`src/rtl/vtpy_pkg.sv`:
```
// Shared constants, tables and selection codes of the vector to pitch and yaw unit.
package vtpy_pkg;

  localparam int GUARD_BITS  = 8;
  localparam int TAB_FRAC    = 20;
  localparam int ACC_W       = 32;
  localparam int GAIN_W      = 30;
  localparam int GAIN_SPLIT  = 15;
  localparam int YAW_SEL_W   = 3;
  localparam int PITCH_SEL_W = 2;
  localparam int MAX_STAGES  = 32;

  localparam logic [GAIN_W-1:0] GAIN_Q30 = 30'd652032874;

  localparam int DEG_90  = 90;
  localparam int DEG_180 = 180;
  localparam int DEG_270 = 270;
  localparam int DEG_360 = 360;

  // Arctangent of two to the minus i, in degrees with twenty fractional bits.
  localparam logic signed [ACC_W-1:0] ATAN_Q20 [0:MAX_STAGES-1] = '{
    32'sd47185920, 32'sd27855475, 32'sd14718068, 32'sd7471121,
    32'sd3750058,  32'sd1876857,  32'sd938658,   32'sd469357,
    32'sd234682,   32'sd117342,   32'sd58671,    32'sd29335,
    32'sd14668,    32'sd7334,     32'sd3667,     32'sd1833,
    32'sd917,      32'sd458,      32'sd229,      32'sd115,
    32'sd57,       32'sd29,       32'sd14,       32'sd7,
    32'sd4,        32'sd2,        32'sd1,        32'sd0,
    32'sd0,        32'sd0,        32'sd0,        32'sd0
  };

  typedef enum logic [YAW_SEL_W-1:0] {
    YAW_CORDIC,
    YAW_ZERO,
    YAW_90,
    YAW_180,
    YAW_270
  } yaw_sel_e;

  typedef enum logic [PITCH_SEL_W-1:0] {
    PITCH_CORDIC,
    PITCH_ZERO,
    PITCH_90,
    PITCH_270
  } pitch_sel_e;

endpackage

```
`src/rtl/vtpy_gain_cell.sv`:
```
// Two-stage CORDIC gain correction of the horizontal length.
module vtpy_gain_cell #(
  parameter int W      = 35,
  parameter int SIDE_W = 8
) (
  input  logic                clk_i,
  input  logic                rst_ni,
  input  logic                valid_i,
  output logic                ready_o,
  input  logic signed [W-1:0] x_i,
  input  logic [SIDE_W-1:0]   side_i,
  output logic                valid_o,
  input  logic                ready_i,
  output logic signed [W-1:0] x_o,
  output logic [SIDE_W-1:0]   side_o
);

  localparam int SPLIT = vtpy_pkg::GAIN_SPLIT;
  localparam int GW    = vtpy_pkg::GAIN_W;
  localparam int HI_W  = W - 1 - SPLIT;
  localparam int HP_W  = HI_W + GW;
  localparam int LP_W  = SPLIT + GW;
  localparam int SUM_W = HP_W + 1;

  logic              mul_valid_q, out_valid_q, out_ready;
  logic [HP_W-1:0]   hi_prod_q;
  logic [LP_W-1:0]   lo_prod_q;
  logic [SIDE_W-1:0] mul_side_q, out_side_q;
  logic [SUM_W-1:0]  sum;
  logic [W-1:0]      x_q;

  assign out_ready = !out_valid_q || ready_i;
  assign ready_o   = !mul_valid_q || out_ready;

  assign sum = {1'b0, hi_prod_q} + SUM_W'(lo_prod_q >> SPLIT);

  always_ff @(posedge clk_i or negedge rst_ni) begin
    if (!rst_ni) begin
      mul_valid_q <= 1'b0;
      out_valid_q <= 1'b0;
    end else begin
      if (ready_o) begin
        mul_valid_q <= valid_i;
      end
      if (out_ready) begin
        out_valid_q <= mul_valid_q;
      end
    end
  end

  always_ff @(posedge clk_i) begin
    if (valid_i && ready_o) begin
      hi_prod_q  <= HP_W'(x_i[W-2:SPLIT]) * HP_W'(vtpy_pkg::GAIN_Q30);
      lo_prod_q  <= LP_W'(x_i[SPLIT-1:0]) * LP_W'(vtpy_pkg::GAIN_Q30);
      mul_side_q <= side_i;
    end
    if (mul_valid_q && out_ready) begin
      x_q        <= sum[SUM_W-1:SPLIT];
      out_side_q <= mul_side_q;
    end
  end

  assign valid_o = out_valid_q;
  assign x_o     = x_q;
  assign side_o  = out_side_q;

endmodule

```
`config.mk`:
```
export PLATFORM = sky130hd
export DESIGN_NAME = vtpy_gain_cell
export DESIGN_NICKNAME = d
export VERILOG_FILES = /design/src/rtl/vtpy_pkg.sv /design/src/rtl/vtpy_gain_cell.sv
export SDC_FILE = /design/constraint.sdc
export NUM_CORES = 1
export LEC_CHECK = 0
export ABC_AREA = 1
export BUFFER_PORTS_ARGS = -buffer_cell sky130_fd_sc_hd__buf_4
export CAP_MARGIN = 0
export CORE_MARGIN = 5
export CORE_UTILIZATION = 30
export DETAILED_ROUTE_END_ITERATION = 8
export RECOVER_POWER = 25
export SYNTH_ARGS = -nofsm -noshare
export SYNTH_HDL_FRONTEND = slang
export SYNTH_SLANG_ARGS = --single-unit
```
`constraint.sdc`:
```
create_clock -name clk_i -period 9.2 [get_ports clk_i]
set_input_delay 0 -clock clk_i [delete_from_list [all_inputs] [get_ports clk_i]]
set_output_delay 0 -clock clk_i [all_outputs]
set_load 0.01 [all_outputs]
```
==> summary.md <==
| Metric | Value |
|---|---|
| Unrepaired setup endpoints after global routing | false |
| Cell taking the most area after synthesis | sky130_fd_sc_hd__fa_1 |
| Clock root buffer | sky130_fd_sc_hd__clkbuf_16 |
| Pins over their slew limit | 0 |
| Primary FF master, synth | sky130_fd_sc_hd__edfxtp_1 |
| Routed length on met2 | 34.96 mm |
| Critical Path Start Type | primary input |
| Core area | 87160 µm² |
| Final worst hold slack | 0.04004 ns |
| Distinct cell type count after synthesis | 35 |
| Worst-case clock skew | 0.009105 ns |
| Critical Path End Type | flip-flop |
| Maximum number of pins on one net before global-route repair | 78 |
| Area added between synthesis and finish | 10.19% |
| Status | completed |
| Clock latency on the worst-skew pair | 0.43 ns |
| Highest metal used | met4 |
| Average wire per cell in the routed design | 15.44 µm |
| Slew margin rel. | 23.08% |
| Sequential cell area | 3894 µm² |
| Register area share after synthesis | 14.72% |
| H-tree depth | 4 |
| Slack of the worst reg-to-reg path | 6.90 ns |
| Clock period minus worst slack | 5.723 ns |
| Die area | 94190 µm² |
| Count of vias placed by the detailed router | 20.40k |
| Area occupied by multi-input gates | 18630 µm² |
| Setup-violating endpoint count in the final report | 0 |
| CP Data Arrival Time | 5.89 ns |
| Post-synth EDFFs | 128 |
| First-pass GRT wire length | 115.5 mm |
| Nets in the synthesized netlist | 4169 |
| Max-cap violations | 0 |
| Hold/Removal Path Class | primary input to flip-flop |
| Synth area leaders | sky130_fd_sc_hd__fa_1 (29%), sky130_fd_sc_hd__ha_1 (16%), sky130_fd_sc_hd__inv_1 (15%) |
| Cell row count | 108 |
| Crit path required time | 9.37 ns |
| Worst flop-to-flop path startpoint | hi_prod_q[20] |
| Async set-or-reset flop fraction in the synthesized netlist | 1.538% |
| # clock sinks | 130 |
| Syn. warnings | 0 |
| Number of nets in the finished design | 4295 |
| Routed length on met1 | 32.82 mm |
| HPWL after detailed placement | 64.81 mm |
| Post-synth design cell area | 26450 µm² |
| Number of antenna-violating nets in the routed design | 0 |
| Number of primary I/O pins | 92 |
| Number of antenna violations at the first check in global routing | 0 |
| FF-to-FF path depth | 10 |
| Met3 routed wirelength | 2.750 mm |
| Port Buffers | 90 |
| Worst hold start | x_i[17] |
| Cell area reported after detailed placement | 28590 µm² |
| Chip width | 306.9 µm |
| Crit share post-route | 62.20% |
| Fmax | 174.7 MHz |
| Max Root-Sink Buffers | 2 |
| Worst setup slack after placement | 3.737 ns |
| Worst Tran Pin Value | 1.154 ns |
| Clock tree from TritonCTS | built |
| Terminus of the critical flop-to-flop path | x_o[24] |
| GR Util All Layers | 15.61% |
| Number of DRC markers in iteration 0 | 1163 |
| DRC errors left | 0 |
| Cell depth of the worst min-delay path | 2 |
| Critical path class | primary input to flip-flop |
| Number of buffers inserted during clock tree synthesis | 17 |
| Count of endpoints failing hold in the final timing report | 0 |
| Number of global-route vias before repair | 20.91k |
| Number of instances in the synthesized netlist | 3386 |
| Final setup margin | 3.477 ns |
| Aggregate negative setup slack | 0 ns |
| Overflow left after global routing | 0 |
| Layout fillers | 9367 |
| Cts repair resizes | 0 |
| Die extent in y | 306.9 µm |
| Capture endpoint of the worst hold path | hi_prod_q[3] |
| Final wirelength | 72.27 mm |
| Ant diodes | 0 |
| Iteration count of the initial detailed-routing pass | 6 |
| Last weighted congestion value of the routability-driven placer | 0.9186 |
| Drt via density | 4.358 |
| Crit-path max FO | 10 |
| Fraction of layout instances using a drive strength above 1 | 3.773% |
| Post-CTS clock slew at the launch and capture registers of the worst setup and hold paths | 0.07 ns |
| Area share of the largest cell type after synthesis | 29.37% |
| Register bit count reported by yosys | 130 |
| Final non-filler cell area | 29140 µm² |
| Avg Cell Area, Syn | 7.810 µm² |
| Initial cell density of the core | 30.34% |
## layout make-up
cell class / count / area share, %
inverters: 1046 / 13.48
well taps: 1155 / 4.959
flip-flops and latches: 130 / 13.36
clock buffers: 17 / 1.460
repair buffers: 107 / 2.293
clock inverters: 15 / 0.5324
multi-input cells: 2210 / 63.92
## per-stage QoR
step	util (%)	instances
after detailed placement	32.81	4633
final	33.43	4680
after floorplan	-	3386
after CTS	33.64	4680
after global placement	32.81	4633
after global routing	33.43	4680
## layout by cell type, fill, tap and decap left out, drive strengths merged, types with 3 or more instances in the layout
cell / Yosys / layout
a21oi: 84 / 84
a31oi: 7 / 7
and2: 6 / 6
buf: 0 / 37
clkbuf: 0 / 72
clkinv: 0 / 3
dlygate4sd3: 0 / 15
edfxtp: 128 / 128
fa: 388 / 388
ha: 348 / 348
inv: 1046 / 1056
nand2: 869 / 869
nand3: 122 / 122
nand3b: 7 / 7
nand4: 12 / 12
nor2: 231 / 231
nor3: 18 / 18
nor4: 5 / 5
o21ai: 14 / 14
o21bai: 24 / 24
or2: 13 / 13
xnor2: 13 / 13
xor2: 42 / 42
## cells in the mapped netlist, types with 2 or more instances
| library cell | number |
|---|---|
| sky130_fd_sc_hd__dfrtp_1 | 2 |
| sky130_fd_sc_hd__o21bai_1 | 24 |
| sky130_fd_sc_hd__a31o_2 | 2 |
| sky130_fd_sc_hd__inv_2 | 3 |
| sky130_fd_sc_hd__nor3_1 | 16 |
| sky130_fd_sc_hd__fa_1 | 388 |
| sky130_fd_sc_hd__edfxtp_1 | 128 |
| sky130_fd_sc_hd__nand3b_1 | 5 |
| sky130_fd_sc_hd__xor2_1 | 42 |
| sky130_fd_sc_hd__or2_2 | 12 |
| sky130_fd_sc_hd__nand2_2 | 5 |
| sky130_fd_sc_hd__o21ai_0 | 14 |
| sky130_fd_sc_hd__a21oi_1 | 84 |
| sky130_fd_sc_hd__nand2_1 | 864 |
| sky130_fd_sc_hd__ha_1 | 348 |
| sky130_fd_sc_hd__a31oi_1 | 7 |
| sky130_fd_sc_hd__nor2_1 | 213 |
| sky130_fd_sc_hd__a21boi_0 | 2 |
| sky130_fd_sc_hd__nor2_2 | 17 |
| sky130_fd_sc_hd__nand4_1 | 12 |
| sky130_fd_sc_hd__inv_1 | 1043 |
| sky130_fd_sc_hd__xnor2_1 | 13 |
| sky130_fd_sc_hd__nand3_2 | 7 |
| sky130_fd_sc_hd__and2_1 | 5 |
| sky130_fd_sc_hd__nand3_1 | 115 |
| sky130_fd_sc_hd__nor4_1 | 5 |
| sky130_fd_sc_hd__nand3b_4 | 2 |
## timing repair
| action | CTS | global route |
|---|---|---|
| hold buffers | 15 | 0 |
| endpoints found under the setup margin | 0 | 0 |
| buffers inserted | 0 | 0 |
| hold endpoints to repair | 18 | 0 |
## worst max-delay path, stage by stage
cell and delay [ns]:
sky130_fd_sc_hd__dlygate4sd3_1 0.52, sky130_fd_sc_hd__clkbuf_1 0.84, sky130_fd_sc_hd__inv_1 0.66, sky130_fd_sc_hd__fa_1 0.70, sky130_fd_sc_hd__inv_1 0.05, sky130_fd_sc_hd__fa_1 0.48, sky130_fd_sc_hd__fa_1 0.49, sky130_fd_sc_hd__inv_1 0.06
sky130_fd_sc_hd__fa_1 0.56, sky130_fd_sc_hd__inv_1 0.06, sky130_fd_sc_hd__ha_1 0.35, sky130_fd_sc_hd__nand2_1 0.13, sky130_fd_sc_hd__nor2_2 0.24, sky130_fd_sc_hd__nand3_1 0.18, sky130_fd_sc_hd__nand3b_4 0.15, sky130_fd_sc_hd__nand2_1 0.06
sky130_fd_sc_hd__nand2_1 0.10, sky130_fd_sc_hd__nand2_1 0.10, sky130_fd_sc_hd__nand3_1 0.08, sky130_fd_sc_hd__nand2_1 0.09
## registers in the layout, summed over array words and instances (netlist names)
register     count
hi_prod_q       48
x_o             35
lo_prod_q       29
mul_side_q       8
side_o           8
mul_valid_q      1
valid_o          1
## worst max-delay path by stage
stage	from	end	slack [ns]
CTS	x_i[16]	hi_prod_q[45]	3.84
global placement	x_i[23]	hi_prod_q[40]	3.73
floorplan	x_i[0]	lo_prod_q[43]	4.53
finish	x_i[15]	hi_prod_q[39]	3.48
detailed placement	x_i[23]	hi_prod_q[48]	3.74
global route	x_i[15]	hi_prod_q[39]	3.14
## kinds of logic after synthesis
logic type      synth area share, %
xor+xnor                      1.822
flops                         14.72
compound gates                2.858
simple gates                  19.91
buf+inv                       14.85
fa+ha+maj                     45.84
## routing by layer
metal | vias up | global-route usage, %
met5 | - | 0
met4 | 0 | 3.632
met3 | 70 | 1.679
met2 | 407 | 27.13
met1 | 9660 | 21.04
li1 | 10260 | -
Power is not shown: default switching activity piles up to over one toggle a cycle in this logic, so the estimate is an artifact.
