`config.mk`:
```
export PLATFORM = sky130hd
export DESIGN_NAME = vtpy_cordic_cell
export DESIGN_NICKNAME = d
export VERILOG_FILES = /design/src/rtl/vtpy_pkg.sv /design/src/rtl/vtpy_cordic_cell.sv
export SDC_FILE = /design/constraint.sdc
export NUM_CORES = 1
export LEC_CHECK = 0
export BUFFER_PORTS_ARGS = -buffer_cell sky130_fd_sc_hd__buf_2
export CAP_MARGIN = 20
export CORE_UTILIZATION = 44
export DETAILED_ROUTE_END_ITERATION = 16
export PLACE_DENSITY = 0.7
export SYNTH_ARGS = -nofsm -noshare
export SYNTH_HDL_FRONTEND = slang
export SYNTH_SLANG_ARGS = --single-unit
```
`constraint.sdc`:
```
create_clock -name clk_i -period 3.55 [get_ports clk_i]
set_input_delay 0.5325 -clock clk_i [delete_from_list [all_inputs] [get_ports clk_i]]
set_output_delay 0.5325 -clock clk_i [all_outputs]
set_load 0.02 [all_outputs]
```
`src/rtl/vtpy_pkg.sv`:
```
// Shared constants, tables and selection codes of the vector to pitch and yaw unit.
package vtpy_pkg;

  localparam int GUARD_BITS  = 8;
  localparam int TAB_FRAC    = 20;
  localparam int ACC_W       = 32;
  localparam int GAIN_W      = 30;
  localparam int GAIN_SPLIT  = 15;
  localparam int YAW_SEL_W   = 3;
  localparam int PITCH_SEL_W = 2;
  localparam int MAX_STAGES  = 32;

  localparam logic [GAIN_W-1:0] GAIN_Q30 = 30'd652032874;

  localparam int DEG_90  = 90;
  localparam int DEG_180 = 180;
  localparam int DEG_270 = 270;
  localparam int DEG_360 = 360;

  // Arctangent of two to the minus i, in degrees with twenty fractional bits.
  localparam logic signed [ACC_W-1:0] ATAN_Q20 [0:MAX_STAGES-1] = '{
    32'sd47185920, 32'sd27855475, 32'sd14718068, 32'sd7471121,
    32'sd3750058,  32'sd1876857,  32'sd938658,   32'sd469357,
    32'sd234682,   32'sd117342,   32'sd58671,    32'sd29335,
    32'sd14668,    32'sd7334,     32'sd3667,     32'sd1833,
    32'sd917,      32'sd458,      32'sd229,      32'sd115,
    32'sd57,       32'sd29,       32'sd14,       32'sd7,
    32'sd4,        32'sd2,        32'sd1,        32'sd0,
    32'sd0,        32'sd0,        32'sd0,        32'sd0
  };

  typedef enum logic [YAW_SEL_W-1:0] {
    YAW_CORDIC,
    YAW_ZERO,
    YAW_90,
    YAW_180,
    YAW_270
  } yaw_sel_e;

  typedef enum logic [PITCH_SEL_W-1:0] {
    PITCH_CORDIC,
    PITCH_ZERO,
    PITCH_90,
    PITCH_270
  } pitch_sel_e;

endpackage

```
`src/rtl/vtpy_cordic_cell.sv`:
```
// One vectoring CORDIC micro-rotation stage with its own pipeline register.
module vtpy_cordic_cell #(
  parameter int W      = 35,
  parameter int SIDE_W = 8,
  parameter int STAGE  = 0
) (
  input  logic                              clk_i,
  input  logic                              rst_ni,
  input  logic                              valid_i,
  output logic                              ready_o,
  input  logic signed [W-1:0]               x_i,
  input  logic signed [W-1:0]               y_i,
  input  logic signed [vtpy_pkg::ACC_W-1:0] acc_i,
  input  logic        [SIDE_W-1:0]          side_i,
  output logic                              valid_o,
  input  logic                              ready_i,
  output logic signed [W-1:0]               x_o,
  output logic signed [W-1:0]               y_o,
  output logic signed [vtpy_pkg::ACC_W-1:0] acc_o,
  output logic        [SIDE_W-1:0]          side_o
);

  logic                              valid_q;
  logic signed [W-1:0]               x_q, x_d, y_q, y_d;
  logic signed [vtpy_pkg::ACC_W-1:0] acc_q, acc_d;
  logic        [SIDE_W-1:0]          side_q;
  logic signed [W-1:0]               dx, dy;

  assign ready_o = !valid_q || ready_i;

  always_comb begin
    dx = y_i >>> STAGE;
    dy = x_i >>> STAGE;
    if (!y_i[W-1]) begin
      x_d   = x_i + dx;
      y_d   = y_i - dy;
      acc_d = acc_i + vtpy_pkg::ATAN_Q20[STAGE];
    end else begin
      x_d   = x_i - dx;
      y_d   = y_i + dy;
      acc_d = acc_i - vtpy_pkg::ATAN_Q20[STAGE];
    end
  end

  always_ff @(posedge clk_i or negedge rst_ni) begin
    if (!rst_ni) begin
      valid_q <= 1'b0;
    end else if (ready_o) begin
      valid_q <= valid_i;
    end
  end

  always_ff @(posedge clk_i) begin
    if (valid_i && ready_o) begin
      x_q    <= x_d;
      y_q    <= y_d;
      acc_q  <= acc_d;
      side_q <= side_i;
    end
  end

  assign valid_o = valid_q;
  assign x_o     = x_q;
  assign y_o     = y_q;
  assign acc_o   = acc_q;
  assign side_o  = side_q;

endmodule

```
==> run summary, run 1 <==
## Worst setup path
• **category of the worst setup path capture point** flip-flop
• **slack of the worst reg-to-reg path** 1.71 ns
• **worst setup path startpoint** x_i[0]
• **timing endpoint of the critical path** x_o[34]$_DFFE_PP_
• **endpoint of the worst-slack reg-to-reg timing path** acc_o[6]$_DFFE_PP_
• **maximum fanout encountered on the critical timing path** 4
• **Setup Crit Path Kind** input pin to flip-flop
• **data arrival time of the critical path** 3.25 ns
• **launch instance of the worst register-to-register path** valid_o$_DFFE_PN0N_
• **R2R depth** 3
• **required time worst endpoint** 3.66 ns
• **CP startpoint kind** input pin

## Global route
• **first-pass GRT wire length** 46.6 mm
• **via count of the first global-routing pass** 8813
• **most congested layer reported by global routing** met2
• **antenna violations before repair** 2
• **combined global-route utilization of all metal layers** 0.253
• **global-route track usage on met1** 0.338
• **largest net degree at the start of global routing** 81
• **total overflow reported by the global router** 0
• **met3 capacity usage during global routing** 0.0416
• **met2 Resource Use GR** 0.410

## Timing
• **total negative slack** 0 ns
• **achievable clock frequency** 0.319 GHz
• **setup repair after global routing missed its margin** no
• **count of final max-slew check failures** 0
• **actual slew at the worst max-slew pin** 0.880 ns
• **final critical delay including setup and external delays** 3.14 ns
• **Final Hold Viols** 0
• **relative slew slack** 0.414
• **final setup violating endpoints** 0
• **Final period util** 0.884
• **Hold Slack** 0.333 ns
• **setup clock skew after layout** 0.00930 ns

## Synthesis
• **post-synthesis instance area** 9880 sq um
• **ys flop type** edfxtp_1
• **number of flip-flops and latches in the synthesized netlist** 110
• **number of enable flip-flop cells after synthesis** 109
• **post-synthesis async set-or-reset flop share** 0.00909
• **count of unique library cells instantiated by Yosys** 78
• **post-synth net total** 1331
• **number of warnings reported in the yosys synthesis log** 0
• **count of mapped cells out of synthesis** 1101
• **share of the yosys chip area belonging to registers** 0.334
• **synthesized area per cell** 8.98 sq um

## Clock tree
• **maximum number of buffers from clock root to sink** 2
• **CTS H-Tree Depth** 3
• **clock sinks** 110
• **clock transition time at the flip-flop clock pins of the worst setup and hold paths** 0.08 ns
• **clock tree from TritonCTS** done
• **Root Driver** clkbuf_16
• **post-cts resize count** 0
• **Setup Fix Bufs, Post-CTS** 0
• **CTS hold repair buffers** 1
• **Clock Latency Late Sink** 0.37 ns
• **total CTS buffers** 9

## Drt
• **Detailed Route Iter0 Violations** 809
• **detailed-route via count** 9143
• **Pre-Repair DR Iteration Count** 5
• **post-route antenna net violation count** 0
• **Remaining DRCs** 0
• **routed len/inst** 18.3 um
• **Total Wirelength** 29.8 mm
• **average via count per standard cell** 5.62

## Die
• **cell row count** 54
• **I/O pins** 226
• **Die Y-Extent** 152 um
• **die width** 152 um
• **placeable core region** 21900 sq um
• **die footprint** 23100 sq um
• **initial core utilization** 0.451

## Final layout
• **Multi-input gate area** 5920 sq um
• **post-layout net count** 1571
• **area used by sequential logic in the layout** 3300 sq um
• **synthesis-to-finish area growth** 19.4%
• **Core Util, Final** 0.539
• **most common cell after layout, fill and taps aside** buf_2
• **most frequent cells in the layout** buf_2, a21oi_1, ha_1, edfxtp_1, inv_1
• **number of inserted filler cells in the final layout** 2109
• **fraction of layout cells with a size suffix above 1** 0.239

## Power and ir drop
• **leakage** 5.25 nW
• **post-route total power** 4.40 mW
• **power density over the cells** 373 nW/um^2
• **worst-case vdd ir drop** 0.211 mV

## Run status
• **outcome** finished, final reports clean

## Worst hold path
• **Worst Hold Class** input pin to flip-flop

## Job
• **total of max-cap violations** 0

## Place
• **sum of net half-perimeters after detailed placement** 23.7 mm
• **Port-buffer cells** 225
• **placer's final routability congestion estimate** 0.976

## per-layer routing
metal  vias up  wire (um)  part of all wire
met5         -         13           0.00044
met4         2        840             0.028
met3        54       2430             0.082
met2       436      13600              0.46
met1      4242      12900              0.43
li1       4409          -                 -
## state kept, by name (all words and copies together), names as in the netlist
register,count
y_o,35
x_o,34
acc_o,32
side_o,8
valid_o,1
## synthesized netlist by cell type, types with 4 or more instances
library cell	n	share of area
nand4_1	12	0.0076
buf_2	21	0.011
clkinv_1	5	0.0019
a221oi_1	5	0.0044
a21o_1	21	0.016
o31a_1	4	0.0035
a31oi_1	9	0.0057
o21ai_1	9	0.0046
a21oi_1	112	0.057
xor2_1	15	0.013
inv_1	104	0.040
o211ai_1	8	0.0061
nand3_1	9	0.0046
or2_2	4	0.0025
o31ai_1	10	0.0076
edfxtp_1	109	0.33
xnor2_1	57	0.051
a21boi_0	6	0.0046
nor2b_1	15	0.0095
nor2_1	94	0.036
o21ai_0	80	0.041
o2111ai_1	4	0.0035
buf_6	4	0.0046
a211oi_1	10	0.0076
or3_1	7	0.0044
fa_1	4	0.0081
ha_1	112	0.14
o21a_1	15	0.011
nor4_1	9	0.0057
or2_1	4	0.0025
nand2b_1	14	0.0089
o21bai_1	15	0.011
mux2i_1	19	0.019
o21ai_2	5	0.0044
nand2_1	67	0.025
clkbuf_1	13	0.0049
nor3_1	17	0.0086
buf_4	5	0.0038
nand3b_1	4	0.0030
and2_1	4	0.0025
## worst min path at each step
stage | start | endpoint | slack [ns] | cells after the start
after CTS | side_i[1] | side_o[1]$_DFFE_PP_ | 0.32 | 1
after detailed placement | rst_ni | valid_o$_DFFE_PN0N_ | 0.31 | 1
after global routing | side_i[1] | side_o[1]$_DFFE_PP_ | 0.32 | 1
final | side_i[1] | side_o[1]$_DFFE_PP_ | 0.33 | 1
after floorplan | rst_ni | valid_o$_DFFE_PN0N_ | 0.24 | 0
after global placement | rst_ni | valid_o$_DFFE_PN0N_ | 0.31 | 1
## kinds of logic (layout without fill, tap and decap cells)
group                    after synthesis  count (layout)  share of synthesized area
AO/OA/AOI/OAI                        354             354                      0.232
AND/OR/NAND/NOR                      274             274                      0.134
buffers and inverters                156             401                     0.0672
adder cells (fa/ha/maj)              116             116                      0.150
flip-flops                           110             110                      0.334
XOR/XNOR                              72              72                     0.0638
multiplexers                          19              19                     0.0192
other                                  0               1                          0
## metrics by stage
stage,worst slack [ns],instance area (sq um),instances
final,0.412,11800,1627
after global placement,0.170,11500,1609
after CTS,0.468,11800,1626
after detailed placement,0.0954,11500,1609
after floorplan,0.665,9880,1101
after global routing,0.235,11800,1627
## final cells by class
type                       count  area share
timing repair buffer         276       0.129
antenna                        1    0.000212
clock buffer                   9      0.0191
multi-input combinational    835       0.502
inverter                     109      0.0347
clock inverter                 7     0.00520
sequential                   110       0.280
tap                          280      0.0297
## critical path, stage by stage
cell and delay, ns:
buf_2 0.12, ha_1 0.23, fa_1 0.42, and2b_1 0.20, o211ai_2 0.23, a21oi_2 0.13, o31ai_4 0.39, o221ai_2 0.22
o211ai_2 0.21, and2_1 0.26, a32oi_1 0.15, xor2_1 0.17
## power breakdown
part           leakage (nW)  total (mW)  internal, mW  switching, mW
combinational          4.06        1.70         0.638           1.06
clock                 0.142        1.04         0.495          0.545
sequential             1.05        1.66          1.62         0.0356
Power figures use the tool's default switching activity.
==> run 2: changes to the inputs <==
--- a/config.mk
+++ b/config.mk
@@ -9,6 +9,7 @@
 export CAP_MARGIN = 20
 export CORE_UTILIZATION = 44
 export DETAILED_ROUTE_END_ITERATION = 16
+export GPL_TIMING_DRIVEN = 0
 export PLACE_DENSITY = 0.7
 export SYNTH_ARGS = -nofsm -noshare
 export SYNTH_HDL_FRONTEND = slang
==> run summary, run 2 (same netlist as run 1, synthesis figures left out) <==
## Run status
• **outcome** finished, final reports clean

## Clock tree
• **clock sinks** 110, unchanged
• **CTS H-Tree Depth** 3, unchanged
• **Clock Latency Late Sink** 0.37 ns, about the same
• **maximum number of buffers from clock root to sink** 2, unchanged
• **Root Driver** clkbuf_16
• **clock transition time at the flip-flop clock pins of the worst setup and hold paths** 0.08 ns, about the same
• **total CTS buffers** 9, unchanged
• **clock tree from TritonCTS** done

## Worst setup path
• **CP startpoint kind** input pin
• **required time worst endpoint** 3.66 ns, about the same
• **endpoint of the worst-slack reg-to-reg timing path** x_o[26]$_DFFE_PP_
• **maximum fanout encountered on the critical timing path** 3, -1
• **data arrival time of the critical path** 3.46 ns, +0.21 ns
• **R2R depth** 3, unchanged
• **Setup Crit Path Kind** input pin to flip-flop
• **launch instance of the worst register-to-register path** valid_o$_DFFE_PN0N_
• **category of the worst setup path capture point** flip-flop
• **slack of the worst reg-to-reg path** 1.80 ns, +0.09 ns

## Global route
• **combined global-route utilization of all metal layers** 0.258, +0.00506
• **antenna violations before repair** 2, unchanged
• **first-pass GRT wire length** 47.3 mm, +1.5%
• **largest net degree at the start of global routing** 74, -8.6%
• **via count of the first global-routing pass** 8880, +0.76%
• **total overflow reported by the global router** 0, unchanged

## Timing
• **achievable clock frequency** 0.298 GHz, -6.4%
• **setup clock skew after layout** 0.00681 ns, -0.00249 ns
• **Hold Slack** 0.339 ns, +0.00556 ns
• **relative slew slack** 0.450, +0.0359
• **actual slew at the worst max-slew pin** 0.815 ns, -0.0642 ns
• **final setup violating endpoints** 0, unchanged
• **Final Hold Viols** 0, unchanged
• **Final period util** 0.944, +0.0606
• **count of final max-slew check failures** 0, unchanged
• **total negative slack** 0 ns, unchanged
• **setup repair after global routing missed its margin** no
• **final critical delay including setup and external delays** 3.35 ns, +0.215 ns

## Die
• **Die Y-Extent** 152 um, unchanged
• **die width** 152 um, unchanged
• **die footprint** 23100 sq um, unchanged
• **initial core utilization** 0.451, unchanged
• **placeable core region** 21900 sq um, unchanged
• **cell row count** 54, unchanged
• **I/O pins** 226, unchanged

## Place
• **sum of net half-perimeters after detailed placement** 24.3 mm, +2.7%
• **placer's final routability congestion estimate** 0.951, -2.6%
• **Port-buffer cells** 225, unchanged

## Drt
• **detailed-route via count** 9224, +0.89%
• **post-route antenna net violation count** 0, unchanged
• **Detailed Route Iter0 Violations** 780, -3.6%
• **Total Wirelength** 30.5 mm, +2.6%
• **Remaining DRCs** 0, unchanged
• **routed len/inst** 18.8 um, +2.7%
• **average via count per standard cell** 5.68, +1.0%
• **Pre-Repair DR Iteration Count** 5, unchanged

## Worst hold path
• **Worst Hold Class** input pin to flip-flop
• **worst hold path cell count** 1, unchanged
• **hold endpoint** acc_o[4]$_DFFE_PP_
• **hold path startpoint** acc_i[4]

## Final layout
• **number of inserted filler cells in the final layout** 2066, -2.0%
• **post-layout net count** 1569, -0.13%
• **most common cell after layout, fill and taps aside** buf_2
• **most frequent cells in the layout** buf_2, a21oi_1, ha_1, edfxtp_1, inv_1
• **synthesis-to-finish area growth** 18.4%
• **fraction of layout cells with a size suffix above 1** 0.228, -0.0115
• **max FFs per register** 35, unchanged

## Power and ir drop
• **worst-case vdd ir drop** 0.187 mV, -11%
• **leakage** 5.17 nW, -1.5%
• **power density over the cells** 373 nW/um^2, about the same

## Job
• **total of max-cap violations** 0, unchanged

[run 2: changes by cell type in the layout (fill, tap and decap cells not counted), moves of 3 or more]
cell,before,now
buf_6,0,4
buf_2,224,247
buf_1,0,3
buf_4,50,5
clkbuf_1,0,12
[run 2: routing by layer]
| metal | up-vias | part of all wire | global-route usage | wire length (um) |
|---|---|---|---|---|
| met5 | - | 0.00056 | 0 | 17 |
| met4 | 2 | 0.029 | 0.0948 | 877 |
| li1 | 4412 | - | - | - |
| met2 | 461 | 0.46 | 0.425 | 14100 |
| met3 | 69 | 0.079 | 0.0476 | 2400 |
| met1 | 4280 | 0.43 | 0.338 | 13100 |
[run 2: power by group]
part / switching, mW / internal [mW]
clock network: 0.536 / 0.496
logic: 1.07 / 0.603
registers: 0.0295 / 1.62
total: 1.64 / 2.72
[run 2: area by class of cell]
cell class                 instances  area, sq um  area share
antenna                            1         2.50    0.000214
sequential                       110         3300       0.282
tap                              280          350      0.0299
clock buffer                       9          225      0.0193
clock inverter                     7         66.3     0.00567
timing repair buffer             227         1160      0.0995
inverter                         109          413      0.0353
multi-input combinational        835         5920       0.506
buffer                            47          256      0.0219
[run 2: repair_timing]
item,4_1_cts,5_1_grt
buffers inserted,0,0
gates resized for setup,0,5
hold buffers,1,0
setup endpoints to repair,0,4
hold endpoints to repair,1,0
[run 2: worst max-delay path by stage]
stage	startpoint	to	slack (ns)	cells past startpoint
final	x_i[0]	x_o[34]$_DFFE_PP_	0.20	13
after floorplan	x_i[0]	x_o[32]$_DFFE_PP_	0.67	11
after CTS	y_i[34]	acc_o[31]$_DFFE_PP_	0.001	12
after global placement	y_i[34]	acc_o[31]$_DFFE_PP_	-0.37	12
after detailed placement	y_i[34]	acc_o[31]$_DFFE_PP_	-0.37	12
after global routing	x_i[0]	x_o[34]$_DFFE_PP_	0.008	13
[run 2: metrics by stage]
stage | area (sq um) | std cells | util | setup slack (ns) | total power, mW
CTS | 11700 | 1624 | 0.534 | 0.00108 | 4.37
floorplan | 9880 | 1101 | - | 0.665 | 2.80
global route | 11700 | 1625 | 0.534 | 0.00822 | 4.57
finish | 11700 | 1625 | 0.534 | 0.197 | 4.36
detailed placement | 11400 | 1607 | 0.520 | -0.372 | 3.33
global placement | 11400 | 1606 | 0.519 | -0.367 | 3.31
[run 2: worst max-delay path: stages]
cell and delay (ns):
buf_2 0.12, inv_1 0.05, ha_1 0.22, fa_1 0.40
nor2b_1 0.19, o211ai_1 0.18, a211oi_1 0.46, o21ai_1 0.19
o21ai_1 0.35, a311o_1 0.31, nand3_1 0.10, a32oi_1 0.26
xor2_1 0.10
