File: config.mk
export PLATFORM = sky130hd
export DESIGN_NAME = vtpy_exit_cell
export DESIGN_NICKNAME = d
export VERILOG_FILES = /design/src/rtl/vtpy_pkg.sv /design/src/rtl/vtpy_exit_cell.sv
export SDC_FILE = /design/constraint.sdc
export NUM_CORES = 1
export LEC_CHECK = 0
export BUFFER_PORTS_ARGS = -buffer_cell sky130_fd_sc_hd__buf_2
export CAP_MARGIN = 20
export CORE_MARGIN = 5
export CORE_UTILIZATION = 49
export CTS_CLUSTER_SIZE = 10
export DETAILED_ROUTE_END_ITERATION = 7
export PLACE_DENSITY = 0.82
export SETUP_SLACK_MARGIN = 0.3
export SYNTH_ARGS = -nofsm -noshare
export SYNTH_HDL_FRONTEND = slang
export SYNTH_SLANG_ARGS = --single-unit
File: constraint.sdc
create_clock -name clk_i -period 2.2 [get_ports clk_i]
set_clock_uncertainty 0.05 [all_clocks]
set_input_delay 0.44 -clock clk_i [delete_from_list [all_inputs] [get_ports clk_i]]
set_output_delay 0.44 -clock clk_i [all_outputs]
set_load 0.01 [all_outputs]
File: src/rtl/vtpy_pkg.sv
// Shared constants, tables and selection codes of the vector to pitch and yaw unit.
package vtpy_pkg;

  localparam int GUARD_BITS  = 8;
  localparam int TAB_FRAC    = 20;
  localparam int ACC_W       = 32;
  localparam int GAIN_W      = 30;
  localparam int GAIN_SPLIT  = 15;
  localparam int YAW_SEL_W   = 3;
  localparam int PITCH_SEL_W = 2;
  localparam int MAX_STAGES  = 32;

  localparam logic [GAIN_W-1:0] GAIN_Q30 = 30'd652032874;

  localparam int DEG_90  = 90;
  localparam int DEG_180 = 180;
  localparam int DEG_270 = 270;
  localparam int DEG_360 = 360;

  // Arctangent of two to the minus i, in degrees with twenty fractional bits.
  localparam logic signed [ACC_W-1:0] ATAN_Q20 [0:MAX_STAGES-1] = '{
    32'sd47185920, 32'sd27855475, 32'sd14718068, 32'sd7471121,
    32'sd3750058,  32'sd1876857,  32'sd938658,   32'sd469357,
    32'sd234682,   32'sd117342,   32'sd58671,    32'sd29335,
    32'sd14668,    32'sd7334,     32'sd3667,     32'sd1833,
    32'sd917,      32'sd458,      32'sd229,      32'sd115,
    32'sd57,       32'sd29,       32'sd14,       32'sd7,
    32'sd4,        32'sd2,        32'sd1,        32'sd0,
    32'sd0,        32'sd0,        32'sd0,        32'sd0
  };

  typedef enum logic [YAW_SEL_W-1:0] {
    YAW_CORDIC,
    YAW_ZERO,
    YAW_90,
    YAW_180,
    YAW_270
  } yaw_sel_e;

  typedef enum logic [PITCH_SEL_W-1:0] {
    PITCH_CORDIC,
    PITCH_ZERO,
    PITCH_90,
    PITCH_270
  } pitch_sel_e;

endpackage

File: src/rtl/vtpy_exit_cell.sv
// Output stage: angle rounding, wrap into one turn, special cases and pitch negation.
module vtpy_exit_cell #(
  parameter int F = 16
) (
  input  logic                              clk_i,
  input  logic                              rst_ni,
  input  logic                              valid_i,
  output logic                              ready_o,
  input  logic signed [vtpy_pkg::ACC_W-1:0] yaw_acc_i,
  input  logic signed [vtpy_pkg::ACC_W-1:0] pitch_acc_i,
  input  vtpy_pkg::yaw_sel_e                yaw_sel_i,
  input  vtpy_pkg::pitch_sel_e              pitch_sel_i,
  output logic                              valid_o,
  input  logic                              ready_i,
  output logic signed [F+9:0]               pitch_o,
  output logic        [F+8:0]               yaw_o
);

  localparam int AW = vtpy_pkg::ACC_W;
  localparam int S  = vtpy_pkg::TAB_FRAC - F;
  localparam logic signed [AW-1:0] FULL = AW'(vtpy_pkg::DEG_360) <<< F;
  localparam logic signed [AW-1:0] HALF = (S > 0) ? (AW'(1) <<< ((S > 0) ? S - 1 : 0)) : '0;

  function automatic logic signed [AW-1:0] wrap_angle(input logic signed [AW-1:0] acc);
    logic signed [AW-1:0] r;
    r = (acc + HALF) >>> S;
    if (r < 0) begin
      r = r + FULL;
    end else if (r >= FULL) begin
      r = r - FULL;
    end
    return r;
  endfunction

  logic                 valid_q;
  logic signed [AW-1:0] yaw_d, pitch_d;
  logic [F+8:0]         yaw_q;
  logic signed [F+9:0]  pitch_q;

  assign ready_o = !valid_q || ready_i;

  always_comb begin
    unique case (yaw_sel_i)
      vtpy_pkg::YAW_CORDIC: yaw_d = wrap_angle(yaw_acc_i);
      vtpy_pkg::YAW_ZERO:   yaw_d = '0;
      vtpy_pkg::YAW_90:     yaw_d = AW'(vtpy_pkg::DEG_90) <<< F;
      vtpy_pkg::YAW_180:    yaw_d = AW'(vtpy_pkg::DEG_180) <<< F;
      vtpy_pkg::YAW_270:    yaw_d = AW'(vtpy_pkg::DEG_270) <<< F;
      default:              yaw_d = '0;
    endcase
    unique case (pitch_sel_i)
      vtpy_pkg::PITCH_CORDIC: pitch_d = wrap_angle(pitch_acc_i);
      vtpy_pkg::PITCH_ZERO:   pitch_d = '0;
      vtpy_pkg::PITCH_90:     pitch_d = AW'(vtpy_pkg::DEG_90) <<< F;
      vtpy_pkg::PITCH_270:    pitch_d = AW'(vtpy_pkg::DEG_270) <<< F;
      default:                pitch_d = '0;
    endcase
  end

  always_ff @(posedge clk_i or negedge rst_ni) begin
    if (!rst_ni) begin
      valid_q <= 1'b0;
    end else if (ready_o) begin
      valid_q <= valid_i;
    end
  end

  always_ff @(posedge clk_i) begin
    if (valid_i && ready_o) begin
      yaw_q   <= yaw_d[F+8:0];
      pitch_q <= -pitch_d[F+9:0];
    end
  end

  assign valid_o = valid_q;
  assign yaw_o   = yaw_q;
  assign pitch_o = pitch_q;

endmodule

==> results of run 1 <==
[power groups by stage]
stage / clock [uW] / combinational (uW) / sequential [uW]
after floorplan: 0 / 433 / 1240
after global placement: 0 / 912 / 1210
after detailed placement: 0 / 948 / 1210
after CTS: 664 / 1070 / 1190
after global routing: 739 / 1310 / 1200
final: 679 / 1260 / 1190
[flip-flops by register name (all words and copies together) (netlist names)]
name and count:
valid_o 1, pitch_o 26, yaw_o 25
[stage by stage]
| step | cells | hold WS [ns] | setup slack [ns] | cell area [um^2] | power, uW |
|---|---|---|---|---|---|
| 2_1_floorplan | 524 | 0.0944 | -1.09 | 4880 | 1680 |
| 3_3_place_gp | 918 | 0.165 | -1.20 | 6830 | 2120 |
| 3_5_place_dp | 918 | 0.172 | -1.25 | 6830 | 2160 |
| 4_1_cts | 957 | 0.286 | -0.793 | 7690 | 2920 |
| 5_1_grt | 975 | 0.300 | -1.13 | 8250 | 3250 |
| 6_report | 975 | 0.316 | -1.13 | 8250 | 3130 |
[cells in the mapped netlist, drive strengths merged, types with 4 or more instances]
| master | n |
|---|---|
| ha | 7 |
| or3 | 8 |
| nor2 | 53 |
| a21o | 5 |
| nand2b | 5 |
| clkbuf | 18 |
| a21oi | 14 |
| o31ai | 4 |
| nor3 | 20 |
| and2 | 9 |
| o21ai | 20 |
| nand2 | 32 |
| or2 | 9 |
| a31oi | 13 |
| a21boi | 4 |
| edfxtp | 51 |
| a211oi | 7 |
| inv | 15 |
| xor2 | 32 |
| o31a | 6 |
| a311oi | 4 |
| buf | 13 |
| nand3 | 31 |
| and3 | 9 |
| nand4 | 22 |
| o22ai | 6 |
| nor4 | 13 |
| xnor2 | 45 |
| and4 | 11 |
[critical path, delay by kind of cell]
kind,cells,cell delay (ns)
and+or+nand+nor,4,0.93
muxes,1,0.33
buffers and inverters,3,0.52
AOI/OAI and AO/OA,3,0.85
adders and majority gates,1,0.15
xor gates and xnor gates,1,0.14
[path summary, 6_finish.rpt]
kind	startpoint	to	slack [ns]	cells past startpoint
max reg2reg	valid_o$_DFFE_PN0N_	yaw_o[11]$_DFFE_PP_	0.83	3
max	pitch_acc_i[4]	pitch_o[21]$_DFFE_PP_	-1.13	13
min reg2reg	valid_o$_DFFE_PN0N_	valid_o$_DFFE_PN0N_	0.53	2
min in group asynchronous	rst_ni	valid_o$_DFFE_PN0N_	0.39	2
max in group asynchronous	rst_ni	valid_o$_DFFE_PN0N_	1.62	2
min	valid_i	valid_o$_DFFE_PN0N_	0.32	2
[cells by family (layout without fill, tap and decap cells)]
family                     Yosys count  in the layout  synth area share, %
and+or+nand+nor                    232            232                 28.0
AOI/OAI and AO/OA                  106            106                 16.3
xor gates and xnor gates            77             77                 14.7
DFF                                 52             52                 33.5
buffers and inverters               46            368                 4.82
adders and majority gates            7              7                 1.88
muxes                                4              4                0.888
[final cells by class]
| cell class | instances | area, um^2 |
|---|---|---|
| fill | 366 | 986 |
| inverter | 15 | 58.8 |
| timing repair buffer | 345 | 2590 |
| clock inverter | 3 | 42.5 |
| clock buffer | 5 | 68.8 |
| sequential | 52 | 1560 |
| tap | 129 | 161 |
| multi-input combinational | 426 | 3770 |
[layer usage]
metal  vias to the layer above  track usage [%]  part of all wire, %
met3                       184             5.34                   10
met2                       586             56.5                   48
met5                         -                0                    0
met1                      2905             35.8                   33
li1                       2596                -                    -
met4                         0             14.8                  8.6
[timing repair]
item | CTS | global route
pin swaps | 53 | 46
setup endpoints to repair | 24 | 25
resized for setup | 115 | 88
hold buffers | 1 | 0
cloned | 0 | 0
setup buffers | 30 | 18
hold endpoints to repair | 1 | 0
==> results.py, run 1 <==
metrics = {
    "pwr": {
        "combinationalPowerShare_pct": 40.3,
        "p_per_area_nw_per_um2": 379,
        "power.internal_uw": 2100,
        "switching_share_pct": 32.9,
        "seq_power_share_pct": 38.0,
        "switchingPower_uw": 1030,
        "pwr-share-clk_pct": 21.7,
        "p_leak_uw": 0.00344,
        "irDropWorstVdd_v": 0.000326,
    },
    "finish": {
        "drive_above_1_share_pct": 59.2,
        "most-common-layout-cells": "buf_4 (196), buf_2 (97), edfxtp_1 (51)",
        "nets": 925,
        "final_util_pct": 89.3,
        "final_common_cell": "buf_4",
        "areaGrowthSynthToFinish_pct": 77.5,
        "n_antenna_cell": 0,
    },
    "clocking": {
        "cts_buffers": 5,
        "htree_levels": 2,
        "clk_latency_ns": 0.31,
        "path_clk_slew_ns": 0.10,
        "cts-root-buf": "clkbuf_8",
        "cts.sinks": 52,
        "cts_buffer_depth": 2,
        "cts_tree": "yes",
    },
    "run_status": {
        "outcome": "finished with violations",
        "violations": "setup timing",
    },
    "floorplan": {
        "start_util_pct": 50.3,
        "die_h_um": 107,
        "fp-row-count": 35,
        "die_w_um": 107,
        "core-area_um2": 9240,
        "die_area_um2": 11500,
        "ios": 126,
    },
    "synthesis": {
        "ys_seq_area_share_pct": 33.5,
        "synth_top_cell_by_area": "edfxtp_1",
        "synth.distinct_cells": 77,
        "syn_area_um2": 4650,
        "ys_warn_count": 0,
        "synthCells": 524,
        "ys_async_sr_fraction_pct": 1.92,
        "synth_top_area_share_pct": 32.9,
        "syn_avg_cell_area_um2": 8.88,
        "synth.net_count": 604,
        "synth_area_leaders": "edfxtp_1 (33%), xnor2_1 (8.3%), xor2_1 (6.0%), nor2_1 (4.1%), nand3_1 (3.2%)",
        "synth-seq-cells": 52,
        "synth-main-ff-cell": "edfxtp_1",
        "synth_edf_count": 51,
    },
    "route": {
        "drc": 0,
        "first_pass_iters": 6,
        "ant_nets": 0,
        "wl_per_cell_um": 23.4,
        "routed_wl_um": 22800,
        "num_vias": 6271,
        "vias_per_cell": 6.43,
        "drt_iter0_drc": 629,
    },
    "setup_path": {
        "worst_path_max_delay_cell": "a211oi_4",
        "critPathMaxFanout": 6,
        "cp.required_ns": 2.23,
        "cp_common_cell": "buf_4",
        "max_stage_delay_ns": 0.35,
        "cp-start-kind": "input pin",
        "worst-setup-path-type": "input pin to register",
        "crit_chain": "buf_8 -> ha_4 -> and3_4 -> nand4_1 -> o21a_2 -> nor4b_4 -> o2111ai_2 -> buf_4 -> a211oi_4 -> mux2i_1 -> nand3b_1 -> buf_4 -> xor2_2",
        "endpoint_kind": "register",
        "critPathArrivalTime_ns": 3.36,
    },
    "timing": {
        "max_slew_margin_pct": 49.1,
        "slew_viol_final": 0,
        "hold_viol_final": 0,
        "worst-slew-pin-transition_ns": 0.764,
        "min_period_ns": 3.33,
        "setup_viol": 23,
        "timing.final.ws_setup_ns": -1.13,
        "fmax_ghz": 0.300,
        "rsz0062_at_grt": "true",
        "setup_tns_ns": -12.16,
        "min_period_over_period_pct": 151,
    },
    "grt": {
        "grt_pass1_wl_um": 29000,
        "antenna_found_initial": 0,
        "grt_max_degree": 52,
        "grt_usage_pct": 31.3,
        "grt_pass1_vias": 6005,
        "grt-ovfl-total": 0,
    },
    "worst_hold_path": {
        "worstHoldPathType": "input pin to register",
    },
    "placed_design": {
        "gp_congestion": 0.951,
        "dp_hpwl_um": 12400,
        "place.port_buffers": 119,
    },
    "flow_run": {
        "drv_cap": 0,
    },
}
Power figures use the tool's default switching activity.
==> run 2: changes to the inputs <==
Settings changed: REMOVE_ABC_BUFFERS from default to 1.
==> run 2 against run 1 <==
  * The flow still finishes with violations (setup timing)
  * Sequential cell count did not move
  * Die area did not move
  * Sequential power barely moved
  * Worst hold slack got worse by 0.051 ns
  * Core utilization fell by 0.92 points
  * Worst setup slack got worse by 0.16 ns
  * Sequential share of layout area rose by 0.20 points
  * Largest power group unchanged
  * Highest routed layer unchanged
==> results.py, run 2 (synthesis gave the netlist of run 1 again) <==
metrics = {
    "timing": {
        "fmax_ghz": 0.287,
        "setup_tns_ns": -16.70,
        "max_slew_margin_pct": 44.1,
        "setup_viol": 24,
        "hold_viol_final": 0,
        "slew_viol_final": 0,
        "timing.final.ws_setup_ns": -1.29,
        "min_period_ns": 3.49,
        "min_period_over_period_pct": 159,
        "worst-slew-pin-transition_ns": 0.839,
        "rsz0062_at_grt": "true",
    },
    "grt": {
        "use_met1_pct": 34.3,
        "grt_use_met2_pct": 60.2,
        "grt_usage_pct": 31.8,
        "grt-ovfl-total": 0,
        "antenna_found_initial": 1,
        "grt_pass1_wl_um": 29300,
        "grt_pass1_vias": 5965,
        "top_usage_layer": "met2",
        "grt_use_met3_pct": 4.14,
        "grt_max_degree": 21,
    },
    "finish": {
        "drive_above_1_share_pct": 59.6,
        "most-common-layout-cells": "buf_4 (197), buf_2 (105), edfxtp_1 (51)",
        "nets": 926,
        "fillers": 391,
        "largest_reg_flops": 26,
        "regArea_um2": 1560,
        "multi_input_area_um2": 3770,
        "final_common_cell": "buf_4",
        "final_util_pct": 88.4,
        "areaGrowthSynthToFinish_pct": 75.7,
    },
    "floorplan": {
        "core-area_um2": 9240,
        "die_area_um2": 11500,
        "die_h_um": 107,
        "die_w_um": 107,
        "ios": 126,
        "fp-row-count": 35,
        "start_util_pct": 50.3,
    },
    "route": {
        "first_pass_iters": 7,
        "ant_nets": 0,
        "drt_iter0_drc": 890,
        "num_vias": 6437,
        "vias_per_cell": 6.59,
        "drc": 0,
        "wl_per_cell_um": 25.8,
        "routed_wl_um": 25200,
    },
    "worst_hold_path": {
        "holdPathStages": 2,
        "worstHoldPathType": "input pin to register",
    },
    "clocking": {
        "cts_buffer_depth": 2,
        "cts_buffers": 5,
        "path_clk_slew_ns": 0.12,
        "htree_levels": 2,
        "cts.sinks": 52,
        "cts_tree": "yes",
        "clk_latency_ns": 0.32,
        "cts-root-buf": "clkbuf_8",
    },
    "run_status": {
        "violations": "setup timing",
        "outcome": "finished with violations",
    },
    "placed_design": {
        "gp_congestion": 0.946,
        "dp_slack_ns": -1.40,
        "dp_hpwl_um": 12300,
        "place.port_buffers": 119,
    },
    "pwr": {
        "p_per_area_nw_per_um2": 380,
        "combinationalPowerShare_pct": 42.1,
        "irDropWorstVdd_v": 0.000302,
        "seq_power_share_pct": 38.5,
        "switchingPower_uw": 1110,
        "pwr-share-clk_pct": 19.5,
        "power.internal_uw": 2000,
        "switching_share_pct": 35.7,
        "p_leak_uw": 0.00339,
    },
    "flow_run": {
        "drv_cap": 0,
    },
    "setup_path": {
        "critPathArrivalTime_ns": 3.48,
        "worst-setup-path-type": "input pin to register",
        "critPathMaxFanout": 5,
        "worst_path_max_delay_cell": "o31ai_2",
        "cp-start-kind": "input pin",
        "max_stage_delay_ns": 0.60,
        "ff2ff_setup_slack_ns": 0.70,
        "endpoint_kind": "register",
        "cp.required_ns": 2.19,
        "crit_chain": "buf_8 -> nand4_1 -> or3_4 -> nor4_4 -> xnor2_2 -> o31ai_2 -> a21oi_2 -> o21ai_2 -> o31ai_4 -> xnor2_1 -> o21ai_1",
        "worst-r2r-cell-count": 3,
    },
}
run 2: changes by cell type in the layout (fill, tap and decap cells not counted), moves of 3 or more:
cell / before / now
buf_2: 97 / 105
buf_6: 41 / 35
and2_4: 1 / 4
nor4_2: 1 / 4
xnor2_1: 32 / 29
run 2: power by group through the flow:
stage	clock (uW)	sequential (uW)	combinational [uW]
after global routing	629	1200	1360
after floorplan	0	1250	361
after detailed placement	0	1210	905
after global placement	0	1210	877
final	605	1190	1310
after CTS	553	1190	1060
run 2: worst paths after layout:
path,start,to
setup / recovery,yaw_acc_i[5],yaw_o[23]$_DFFE_PP_
hold / removal,valid_i,valid_o$_DFFE_PN0N_
setup reg to reg,valid_o$_DFFE_PN0N_,pitch_o[3]$_DFFE_PP_
hold reg to reg,valid_o$_DFFE_PN0N_,valid_o$_DFFE_PN0N_
max in group asynchronous,rst_ni,valid_o$_DFFE_PN0N_
min in group asynchronous,rst_ni,valid_o$_DFFE_PN0N_
run 2: critical path, delay by kind of cell:
| kind | cells | cell delay [ns] |
|---|---|---|
| AND/OR/NAND/NOR | 3 | 1.25 |
| XOR/XNOR | 2 | 0.34 |
| buffers and inverters | 1 | 0.09 |
| AO/OA/AOI/OAI | 5 | 1.34 |
run 2: final cells by class:
cell class | count | area share, %
flip-flops and latches | 52 | 19.1
inverters | 15 | 0.689
well taps | 129 | 1.98
diodes | 1 | 0.0306
multi-input cells | 426 | 46.2
clock inverters | 2 | 0.199
repair buffers | 346 | 31.0
clock buffers | 6 | 0.888
run 2: what timing repair did:
action                                  in CTS  in global routing
pin swaps                                   59                 58
gates resized for setup                    153                 78
hold endpoints to repair                     1                  0
hold buffers                                 1                  0
buffers inserted                            26                 27
endpoints found under the setup margin      27                 26
run 2: metrics by stage:
step	power, uW	hold WS [ns]	cell area (um^2)	std cells
finish	3110	0.265	8170	977
global route	3180	0.298	8170	976
CTS	2800	0.285	7580	949
detailed placement	2120	0.167	6570	914
global placement	2090	0.165	6570	914
floorplan	1610	0.0944	4480	493
run 2: routing by layer:
| layer | wire length (um) | vias to the layer above |
|---|---|---|
| met5 | 0 | - |
| met4 | 2670 | 0 |
| met3 | 3220 | 255 |
| met2 | 11300 | 608 |
| met1 | 7960 | 2979 |
| li1 | - | 2595 |
